[src/rtl/pdc_pkg.sv]
// Shared types and constants for the profile difference classifier.
// Used by every module of the block; depends on nothing else.
`default_nettype none

package pdc_pkg;

    localparam int MAX_THRESHOLDS = 4;
    localparam int ENERGY_BITS    = 16;

    localparam int SUM_BITS       = 24;
    localparam int MINREF_BITS    = 16;
    localparam int COUNT_BITS     = 3;
    localparam int CAT_BITS       = 3;
    localparam int NUM_THR_REGS   = 4;
    localparam int CFG_INDEX_BITS = 3;
    localparam int CFG_DATA_BITS  = 24;

    // Thresholds that can actually be in use.
    localparam int THR_USED = (MAX_THRESHOLDS < NUM_THR_REGS) ? MAX_THRESHOLDS : NUM_THR_REGS;

    // Width for comparing a reference energy against the minimum.
    localparam int CMP_BITS = (ENERGY_BITS > MINREF_BITS) ? ENERGY_BITS : MINREF_BITS;

    // Width of the unsaturated sum: one carry bit above the wider operand.
    localparam int ACC_BITS = ((ENERGY_BITS > SUM_BITS) ? ENERGY_BITS : SUM_BITS) + 1;

    localparam logic [SUM_BITS-1:0] SUM_MAX = {SUM_BITS{1'b1}};

    // Configuration register indexes.
    localparam logic [CFG_INDEX_BITS-1:0] CFG_MIN_REFERENCE   = 3'd0;
    localparam logic [CFG_INDEX_BITS-1:0] CFG_THRESHOLD_COUNT = 3'd1;
    localparam logic [CFG_INDEX_BITS-1:0] CFG_THRESHOLD_A     = 3'd2;
    localparam logic [CFG_INDEX_BITS-1:0] CFG_THRESHOLD_B     = 3'd3;
    localparam logic [CFG_INDEX_BITS-1:0] CFG_THRESHOLD_C     = 3'd4;
    localparam logic [CFG_INDEX_BITS-1:0] CFG_THRESHOLD_D     = 3'd5;

    localparam logic [COUNT_BITS-1:0] COUNT_RESET = 3'd4;

    // Configuration as seen by the datapath; thr_in_use is already clamped.
    typedef struct packed {
        logic [MINREF_BITS-1:0]                  min_reference;
        logic [COUNT_BITS-1:0]                   thr_in_use;
        logic [NUM_THR_REGS-1:0][SUM_BITS-1:0]   thresholds;
    } cfg_t;

    // Finished sum of one shower, waiting for classification.
    typedef struct packed {
        logic                valid;
        logic [SUM_BITS-1:0] total;
    } pend_t;

endpackage

`default_nettype wire

[src/rtl/pdc_cfg.sv]
// Configuration register file of the profile difference classifier.
// Depends on pdc_pkg; presents the registers as one pdc_pkg::cfg_t.
`default_nettype none

module pdc_cfg (
    input  wire logic                                 clk,
    input  wire logic                                 rst_n,
    input  wire logic                                 cfg_we,
    input  wire logic [pdc_pkg::CFG_INDEX_BITS-1:0]   cfg_index,
    input  wire logic [pdc_pkg::CFG_DATA_BITS-1:0]    cfg_data,
    output pdc_pkg::cfg_t                             cfg
);

    logic [pdc_pkg::MINREF_BITS-1:0]                          min_reference_reg;
    logic [pdc_pkg::COUNT_BITS-1:0]                           threshold_count_reg;
    logic [pdc_pkg::NUM_THR_REGS-1:0][pdc_pkg::SUM_BITS-1:0]  thresholds_reg;
    logic [pdc_pkg::COUNT_BITS-1:0]                           in_use;

    always_ff @(posedge clk or negedge rst_n)
    begin
        if (!rst_n)
        begin
            min_reference_reg   <= '0;
            threshold_count_reg <= pdc_pkg::COUNT_RESET;
            thresholds_reg      <= '0;
        end
        else if (cfg_we)
        begin
            unique case (cfg_index)
                pdc_pkg::CFG_MIN_REFERENCE:
                    min_reference_reg <= cfg_data[pdc_pkg::MINREF_BITS-1:0];
                pdc_pkg::CFG_THRESHOLD_COUNT:
                    threshold_count_reg <= cfg_data[pdc_pkg::COUNT_BITS-1:0];
                pdc_pkg::CFG_THRESHOLD_A:
                    thresholds_reg[0] <= cfg_data[pdc_pkg::SUM_BITS-1:0];
                pdc_pkg::CFG_THRESHOLD_B:
                    thresholds_reg[1] <= cfg_data[pdc_pkg::SUM_BITS-1:0];
                pdc_pkg::CFG_THRESHOLD_C:
                    thresholds_reg[2] <= cfg_data[pdc_pkg::SUM_BITS-1:0];
                pdc_pkg::CFG_THRESHOLD_D:
                    thresholds_reg[3] <= cfg_data[pdc_pkg::SUM_BITS-1:0];
                default:
                begin
                end
            endcase
        end
    end

    // A count of zero means one threshold; larger counts clamp to what exists.
    always_comb
    begin
        in_use = threshold_count_reg;
        if (in_use == '0)
            in_use = pdc_pkg::COUNT_BITS'(1);
        if (in_use > pdc_pkg::COUNT_BITS'(pdc_pkg::THR_USED))
            in_use = pdc_pkg::COUNT_BITS'(pdc_pkg::THR_USED);
    end

    assign cfg.min_reference = min_reference_reg;
    assign cfg.thr_in_use    = in_use;
    assign cfg.thresholds    = thresholds_reg;

endmodule

`default_nettype wire

[src/rtl/pdc_accum.sv]
// Input register and saturating accumulator of absolute layer differences.
// Depends on pdc_pkg; hands each finished shower sum on as a pdc_pkg::pend_t.
`default_nettype none

module pdc_accum (
    input  wire logic                               clk,
    input  wire logic                               rst_n,
    input  wire pdc_pkg::cfg_t                      cfg,
    input  wire logic                               in_valid,
    output logic                                    in_stall,
    input  wire logic [pdc_pkg::ENERGY_BITS-1:0]    measured_energy,
    input  wire logic [pdc_pkg::ENERGY_BITS-1:0]    reference_energy,
    input  wire logic                               last_layer,
    output pdc_pkg::pend_t                          pend,
    input  wire logic                               pend_ready
);

    logic                             s1_valid_reg, s1_valid_next;
    logic [pdc_pkg::ENERGY_BITS-1:0]  s1_meas_reg;
    logic [pdc_pkg::ENERGY_BITS-1:0]  s1_ref_reg;
    logic                             s1_last_reg;
    logic [pdc_pkg::SUM_BITS-1:0]     sum_reg, sum_next;
    logic                             pend_valid_reg, pend_valid_next;
    logic [pdc_pkg::SUM_BITS-1:0]     pend_total_reg;

    logic                             acc_fire;
    logic                             s1_free;
    logic                             in_take;
    logic                             layer_used;
    logic [pdc_pkg::ENERGY_BITS-1:0]  diff;
    logic [pdc_pkg::ACC_BITS-1:0]     sum_wide;
    logic [pdc_pkg::SUM_BITS-1:0]     sum_upd;

    // A non-last layer only touches the sum; a last layer also needs the pending slot.
    assign acc_fire = s1_valid_reg && (!s1_last_reg || pend_ready);
    assign s1_free  = !s1_valid_reg || acc_fire;
    assign in_stall = !s1_free;
    assign in_take  = in_valid && s1_free;

    always_comb
    begin
        layer_used = pdc_pkg::CMP_BITS'(s1_ref_reg) >= pdc_pkg::CMP_BITS'(cfg.min_reference);
        if (s1_ref_reg >= s1_meas_reg)
            diff = s1_ref_reg - s1_meas_reg;
        else
            diff = s1_meas_reg - s1_ref_reg;
        sum_wide = pdc_pkg::ACC_BITS'(sum_reg) + pdc_pkg::ACC_BITS'(diff);
        if (!layer_used)
            sum_upd = sum_reg;
        else if (sum_wide > pdc_pkg::ACC_BITS'(pdc_pkg::SUM_MAX))
            sum_upd = pdc_pkg::SUM_MAX;
        else
            sum_upd = sum_wide[pdc_pkg::SUM_BITS-1:0];
    end

    always_comb
    begin
        s1_valid_next   = in_take || (s1_valid_reg && !acc_fire);
        sum_next        = sum_reg;
        if (acc_fire)
            sum_next = s1_last_reg ? '0 : sum_upd;
        pend_valid_next = (acc_fire && s1_last_reg) || (pend_valid_reg && !pend_ready);
    end

    always_ff @(posedge clk or negedge rst_n)
    begin
        if (!rst_n)
        begin
            s1_valid_reg   <= 1'b0;
            sum_reg        <= '0;
            pend_valid_reg <= 1'b0;
        end
        else
        begin
            s1_valid_reg   <= s1_valid_next;
            sum_reg        <= sum_next;
            pend_valid_reg <= pend_valid_next;
        end
    end

    always_ff @(posedge clk)
    begin
        if (in_take)
        begin
            s1_meas_reg <= measured_energy;
            s1_ref_reg  <= reference_energy;
            s1_last_reg <= last_layer;
        end
        if (acc_fire && s1_last_reg)
            pend_total_reg <= sum_upd;
    end

    assign pend.valid = pend_valid_reg;
    assign pend.total = pend_total_reg;

    // The running sum starts over after every shower.
    a_clear_after_last: assert property (@(posedge clk) disable iff (!rst_n)
        acc_fire && s1_last_reg |=> sum_reg == '0)
        else $error("sum not cleared after last layer");

    // A waiting shower sum is never overwritten.
    a_pend_holds: assert property (@(posedge clk) disable iff (!rst_n)
        pend_valid_reg && !pend_ready |=> pend_valid_reg && $stable(pend_total_reg))
        else $error("pending sum lost");

    // A last layer is only consumed when the pending slot can take it.
    a_last_needs_slot: assert property (@(posedge clk) disable iff (!rst_n)
        acc_fire && s1_last_reg |-> pend_ready)
        else $error("last layer consumed without a free slot");

endmodule

`default_nettype wire

[src/rtl/pdc_classify.sv]
// Threshold classifier and result register of the profile difference classifier.
// Depends on pdc_pkg; takes a pdc_pkg::pend_t and drives the result channel.
`default_nettype none

module pdc_classify (
    input  wire logic                              clk,
    input  wire logic                              rst_n,
    input  wire pdc_pkg::cfg_t                     cfg,
    input  wire pdc_pkg::pend_t                    pend,
    output logic                                   pend_ready,
    output logic                                   out_valid,
    input  wire logic                              out_stall,
    output logic [pdc_pkg::CAT_BITS-1:0]           category,
    output logic                                   invalid,
    output logic [pdc_pkg::SUM_BITS-1:0]           total_difference
);

    logic                             out_valid_reg, out_valid_next;
    logic [pdc_pkg::CAT_BITS-1:0]     category_reg;
    logic                             invalid_reg;
    logic [pdc_pkg::SUM_BITS-1:0]     total_reg;

    logic                             out_free;
    logic                             out_load;
    logic [pdc_pkg::THR_USED-1:0]     ge;
    logic                             found;
    logic                             ge_top;
    logic [pdc_pkg::CAT_BITS-1:0]     cat;
    logic                             bad;

    assign out_free   = !out_valid_reg || !out_stall;
    assign out_load   = pend.valid && out_free;
    assign pend_ready = !pend.valid || out_free;

    always_comb
    begin
        for (int i = 0; i < pdc_pkg::THR_USED; i++)
            ge[i] = pend.total >= cfg.thresholds[i];
    end

    // First matching range wins; a sum past the top threshold in use gets the top class.
    always_comb
    begin
        found  = 1'b0;
        cat    = '0;
        bad    = 1'b0;
        ge_top = 1'b0;
        if (!ge[0])
            found = 1'b1;
        for (int i = 0; i < pdc_pkg::THR_USED - 1; i++)
        begin
            if (!found && ((i + 1) < int'(cfg.thr_in_use)) && ge[i] && !ge[i+1])
            begin
                cat   = pdc_pkg::CAT_BITS'(i + 1);
                found = 1'b1;
            end
        end
        for (int i = 0; i < pdc_pkg::THR_USED; i++)
        begin
            if ((i + 1) == int'(cfg.thr_in_use))
                ge_top = ge[i];
        end
        if (!found)
        begin
            if (ge_top)
                cat = pdc_pkg::CAT_BITS'(cfg.thr_in_use);
            else
                bad = 1'b1;
        end
    end

    assign out_valid_next = out_load || (out_valid_reg && out_stall);

    always_ff @(posedge clk or negedge rst_n)
    begin
        if (!rst_n)
            out_valid_reg <= 1'b0;
        else
            out_valid_reg <= out_valid_next;
    end

    always_ff @(posedge clk)
    begin
        if (out_load)
        begin
            category_reg <= cat;
            invalid_reg  <= bad;
            total_reg    <= pend.total;
        end
    end

    assign out_valid        = out_valid_reg;
    assign category         = category_reg;
    assign invalid          = invalid_reg;
    assign total_difference = total_reg;

    // The category field is zero whenever the result is flagged invalid.
    a_invalid_cat_zero: assert property (@(posedge clk) disable iff (!rst_n)
        out_valid_reg && invalid_reg |-> category_reg == '0)
        else $error("invalid result carries a category");

    // A result register only fills from a waiting shower sum.
    a_load_from_pend: assert property (@(posedge clk) disable iff (!rst_n)
        !$past(out_valid_reg) && out_valid_reg |-> $past(pend.valid))
        else $error("result appeared without a pending sum");

    // A stalled result stays on the output unchanged.
    a_stalled_result_holds: assert property (@(posedge clk) disable iff (!rst_n)
        out_valid_reg && out_stall |=> out_valid_reg && $stable(total_reg)
            && $stable(category_reg) && $stable(invalid_reg))
        else $error("stalled result changed");

endmodule

`default_nettype wire

[src/rtl/profile_difference_classifier.sv]
// Profile difference classifier: sums |reference - measured| over the layers
// of a shower and classifies the sum against up to four ascending thresholds.
// Input channel: in_valid/in_stall with measured_energy, reference_energy and
// last_layer, one layer per transaction. Output channel: out_valid/out_stall
// with category, invalid and total_difference, one transaction per shower,
// produced for the layer marked last_layer only.
// Configuration: cfg_we writes cfg_data into register cfg_index (0 minimum
// reference, 1 threshold count, 2..5 thresholds a..d); write only while idle.
// Throughput: one layer per cycle while no last layer waits for the pending
// slot, including back-to-back showers. A last layer passes the input register,
// the accumulator with its pending slot and the result register on its way out.
// When the receiver stalls, the result holds and later layers keep flowing
// into the accumulator; only a second finished shower waits in the pending
// slot, and a third last layer then stalls the input.
// Reset clears the running sum, empties every stage, and sets the registers
// to zero except the threshold count, which comes up as four.
// Depends on pdc_pkg, pdc_cfg, pdc_accum and pdc_classify.
`default_nettype none

module profile_difference_classifier (
    input  wire logic                                 clk,
    input  wire logic                                 rst_n,
    input  wire logic                                 cfg_we,
    input  wire logic [pdc_pkg::CFG_INDEX_BITS-1:0]   cfg_index,
    input  wire logic [pdc_pkg::CFG_DATA_BITS-1:0]    cfg_data,
    input  wire logic                                 in_valid,
    output logic                                      in_stall,
    input  wire logic [pdc_pkg::ENERGY_BITS-1:0]      measured_energy,
    input  wire logic [pdc_pkg::ENERGY_BITS-1:0]      reference_energy,
    input  wire logic                                 last_layer,
    output logic                                      out_valid,
    input  wire logic                                 out_stall,
    output logic [pdc_pkg::CAT_BITS-1:0]              category,
    output logic                                      invalid,
    output logic [pdc_pkg::SUM_BITS-1:0]              total_difference
);

    pdc_pkg::cfg_t  cfg;
    pdc_pkg::pend_t pend;
    logic           pend_ready;

    pdc_cfg u_cfg (
        .clk       (clk),
        .rst_n     (rst_n),
        .cfg_we    (cfg_we),
        .cfg_index (cfg_index),
        .cfg_data  (cfg_data),
        .cfg       (cfg)
    );

    pdc_accum u_accum (
        .clk              (clk),
        .rst_n            (rst_n),
        .cfg              (cfg),
        .in_valid         (in_valid),
        .in_stall         (in_stall),
        .measured_energy  (measured_energy),
        .reference_energy (reference_energy),
        .last_layer       (last_layer),
        .pend             (pend),
        .pend_ready       (pend_ready)
    );

    pdc_classify u_classify (
        .clk              (clk),
        .rst_n            (rst_n),
        .cfg              (cfg),
        .pend             (pend),
        .pend_ready       (pend_ready),
        .out_valid        (out_valid),
        .out_stall        (out_stall),
        .category         (category),
        .invalid          (invalid),
        .total_difference (total_difference)
    );

endmodule

`default_nettype wire

[config.mk]
export PLATFORM = sky130hd
export DESIGN_NAME = profile_difference_classifier
export DESIGN_NICKNAME = d
export VERILOG_FILES = /design/src/rtl/pdc_pkg.sv /design/src/rtl/pdc_cfg.sv /design/src/rtl/pdc_accum.sv /design/src/rtl/pdc_classify.sv /design/src/rtl/profile_difference_classifier.sv
export SDC_FILE = /design/constraint.sdc
export NUM_CORES = 1
export LEC_CHECK = 0
export ABC_CLOCK_PERIOD_IN_PS = 6500
export CAP_MARGIN = 20
export CORE_MARGIN = 4
export CORE_UTILIZATION = 40
export CTS_BUF_LIST = sky130_fd_sc_hd__clkbuf_4 sky130_fd_sc_hd__clkbuf_8
export DETAILED_ROUTE_END_ITERATION = 10
export DONT_BUFFER_PORTS = 1
export SLEW_MARGIN = 20
export SYNTH_ARGS = -nofsm -noshare
export SYNTH_HDL_FRONTEND = slang
export SYNTH_SLANG_ARGS = --single-unit
[constraint.sdc]
create_clock -name clk -period 6.5 [get_ports clk]
set_input_delay 0.975 -clock clk [delete_from_list [all_inputs] [get_ports clk]]
set_output_delay 0.975 -clock clk [all_outputs]
set_load 0.01 [all_outputs]
==> summary.md <==
| Metric | Value |
|---|---|
| Maximum number of pins on one net before global-route repair | `143` |
| Tightest Pin Transition | `0.995 ns` |
| Switching pwr | `1710 uW` |
| WL/cell | `17.9 um` |
| R2R cell count | `20` |
| CTS Buffer Depth | `3` |
| Flops & latches, synth | `227` |
| # rows | `66` |
| Clk_skew | `0.0201 ns` |
| Final Cycle Share | `81.1%` |
| Root Driver | `clkbuf_8` |
| PD cells | `341 nW/um^2` |
| Fin. max-slew vios | `0` |
| Logic pwr share | `31.9%` |
| Crit. End Element | `register` |
| HPWL after detailed placement | `23.2 mm` |
| Critical Path Start | `u_accum.s1_meas_reg[0]$_DFFE_PP_` |
| Crit Path Class | `reg2reg` |
| Slew margin rel. | `33.2%` |
| Placed cell count | `1691` |
| Total CTS buffers | `41` |
| Post-layout min period | `5.27 ns` |
| Final #Nets | `1521` |
| Area Overhead vs Synth | `10.5%` |
| Dpl cell area | `13900 um^2` |
| Fill cell count | `3110` |
| Crit-path max FO | `6` |
| VDD IR max | `179 uV` |
| Max reg flops | `96` |
| Antenna violations before repair | `0` |
| EDFF count, synth | `85` |
| Vias in the first global route | `9347` |
| Reg-to-reg endpoint | `u_accum.pend_total_reg[21]$_DFFE_PP_` |
| Vert. Die Dim | `191 um` |
| Min-Delay Path Class | `in2async` |
| Total track usage | `17.5%` |
| Synthesized cell area | `13400 um^2` |
| WP data required | `6.80 ns` |
| Post_cts resized | `0` |
| Post-Syn Area per Cell | `10.5 um^2` |
| Reg2reg start | `u_accum.s1_meas_reg[0]$_DFFE_PP_` |
| Latest clock arrival within the worst-skew pair | `0.55 ns` |
| I/O pins | `95` |
| Final wirelength | `31.6 mm` |
| Largest cells by area after synthesis | `dfrtp_1, edfxtp_1, ha_1` |
| R2R setup slack | `1.23 ns` |
| Synth Flop Type | `dfrtp_1` |
| Tot Pwr | `5040 uW` |
| Share of layout cells above drive strength 1 | `12.1%` |
| Global-route wire length before repair | `50.8 mm` |
| Synth warnings | `0` |
| Final hold vios | `0` |
| Fin area | `14800 um^2` |
| Sequential area share after synthesis | `45.7%` |
| CTS H-tree lvls | `2` |
| Antenna cell count | `0` |
| Maximum clock rate | `190 MHz` |
| RSZ-0062 raised after global routing | `false` |
| TritonCTS clock tree | `built` |
| WP data arrival | `5.57 ns` |
| Total gr overflow | `0` |
| Core Area | `32800 um^2` |
| Reg clk slew, reported paths | `0.06 ns` |
| Share of Yosys cell area claimed by the top area cell type | `26.4%` |
| Net count after synthesis | `1504` |
| Internal power | `3320 uW` |
| Sequential cell area | `6110 um^2` |
| Synth top cells by count | `inv_1, ha_1, dfrtp_1` |
| DR vias/cell | `5.28` |
| CP Cell Sequence | `inv_1, ha_1, inv_1, fa_1, a211oi_1, o21ai_0, o2111a_1, a2111oi_1, a21oi_1, mux2i_1, o211ai_2, xor2_1, ha_1, nand2_1, nor2_1, nand2_1, o31ai_2, and2_4, and3_4, mux2_4` |
| Type of origin of the critical path | `register` |
| Total Neg Setup Slack | `0 ns` |
| # hold bufs at CTS | `0` |
| Status | `completed` |
| Max_cap viols | `0` |
| Syn Inst Count | `1276` |
| Initial drt markers | `571` |
| # Post-CTS Setup Buffers | `0` |
| Clk sinks | `227` |
| Non-Filler Instances | `1766` |
| Drt pass-1 iters | `5` |
| CP max stage delay | `0.54 ns` |
| Seq pwr share | `39.3%` |
| Largest area contributor in the netlist | `dfrtp_1` |
| Sw Ratio | `34.0%` |
| Part of the power in the clock network | `28.8%` |
| Post-route ant nets | `0` |
| Post-synth ARST share | `62.6%` |
| Area of the multi-input gates | `6490 um^2` |
| Final design utilization | `45.1%` |
| Global placement routability congestion | `0.887` |
| Via count | `9319` |
| Initial Utilization | `40.8%` |
| Synth unique cells | `78` |
| Final setup viols | `0` |
| Die area | `36400 um^2` |
| IO Port Bufs | `0` |
| Top-count cell post-synth | `inv_1` |
| Critical Path Slowest Stage Cell | `a2111oi_1` |
| Chip width | `191 um` |
| Lkg Pwr | `0.00680 uW` |
| DR DRC count | `0` |
==> power by group through the flow <==
| stage | Combinational, uW | Clock [uW] | Sequential, uW |
|---|---|---|---|
| finish | 1610 | 1450 | 1980 |
| global route | 1850 | 1560 | 2010 |
| CTS | 1610 | 1500 | 1980 |
| detailed placement | 1600 | 0 | 2010 |
| global placement | 1550 | 0 | 2000 |
| floorplan | 1270 | 0 | 1920 |
==> logic make-up after synthesis <==
| kind of cell | share of synthesized area [%] |
|---|---|
| simple gates | 8.90 |
| compound gates | 17.0 |
| buf+inv | 5.89 |
| xor+xnor | 1.70 |
| fa+ha+maj | 15.4 |
| flops | 45.7 |
| mux | 5.30 |
| other cells | 0.0281 |
==> critical path: cells and delay by family, from the launching register on <==
family	cells	cell delay (ns)
flip-flops	1	0.40
XOR/XNOR	1	0.17
AO/OA/AOI/OAI	7	1.87
buffers and inverters	2	0.12
AND/OR/NAND/NOR	5	0.94
adder cells (fa/ha/maj)	3	0.94
multiplexers	2	0.59
==> stage by stage <==
stage,worst slack [ns],hold WS [ns]
after floorplan,1.94,0.426
after global placement,1.39,0.487
after CTS,1.26,0.0795
final,1.23,0.122
after detailed placement,1.29,0.493
after global routing,0.877,0.0915
==> layer usage <==
layer	vias to the layer above	global-route usage [%]	share of wire (%)	routed length (um)
li1	4604	-	-	-
met1	4464	24.1	47	14900
met2	201	29.4	47	14800
met3	50	2.82	4.0	1270
met4	0	3.87	1.7	551
met5	-	0	0	0
==> area by class of cell <==
cell class                      count  share of cell area (%)
Multi-Input combinational cell    846                    44.0
Sequential cell                   227                    41.3
Clock buffer                       60                    5.00
Inverter                          168                    4.27
Tap cell                          442                    3.74
Clock inverter                     14                   0.949
Timing Repair Buffer                9                   0.728
==> placed cells by master (no fill, tap or decap), drive strengths merged, types with 4 or more instances in the layout <==
master	count
a21o	47
ha	160
nor3	13
inv	169
nor2	53
xor2	14
clkinv	10
o2bb2ai	7
dfrtp	141
nor2b	9
nand2	98
and3	9
xnor2	12
a41oi	4
clkbuf	60
a211oi	15
nand4	20
edfxtp	85
mux2	59
nand3	11
o31ai	9
a31oi	17
a22o	5
mux2i	4
or2	4
a311oi	4
a31o	5
nand2b	6
o21a	14
o211ai	7
o21ai	102
and2	9
buf	9
a21oi	74
==> how the worst max path moves through the flow <==
stage | cells after the start | slack [ns] | end
6_report | 20 | 1.23 | u_accum.pend_total_reg[21]$_DFFE_PP_
5_1_grt | 21 | 0.88 | u_accum.sum_reg[19]$_DFFE_PN0P_
4_1_cts | 20 | 1.26 | u_accum.pend_total_reg[21]$_DFFE_PP_
3_5_place_dp | 19 | 1.29 | u_accum.sum_reg[19]$_DFFE_PN0P_
3_3_place_gp | 19 | 1.39 | u_accum.sum_reg[19]$_DFFE_PN0P_
2_1_floorplan | 19 | 1.94 | u_accum.pend_total_reg[21]$_DFFE_PP_
Note: power is estimated with default switching activity, not from simulation.
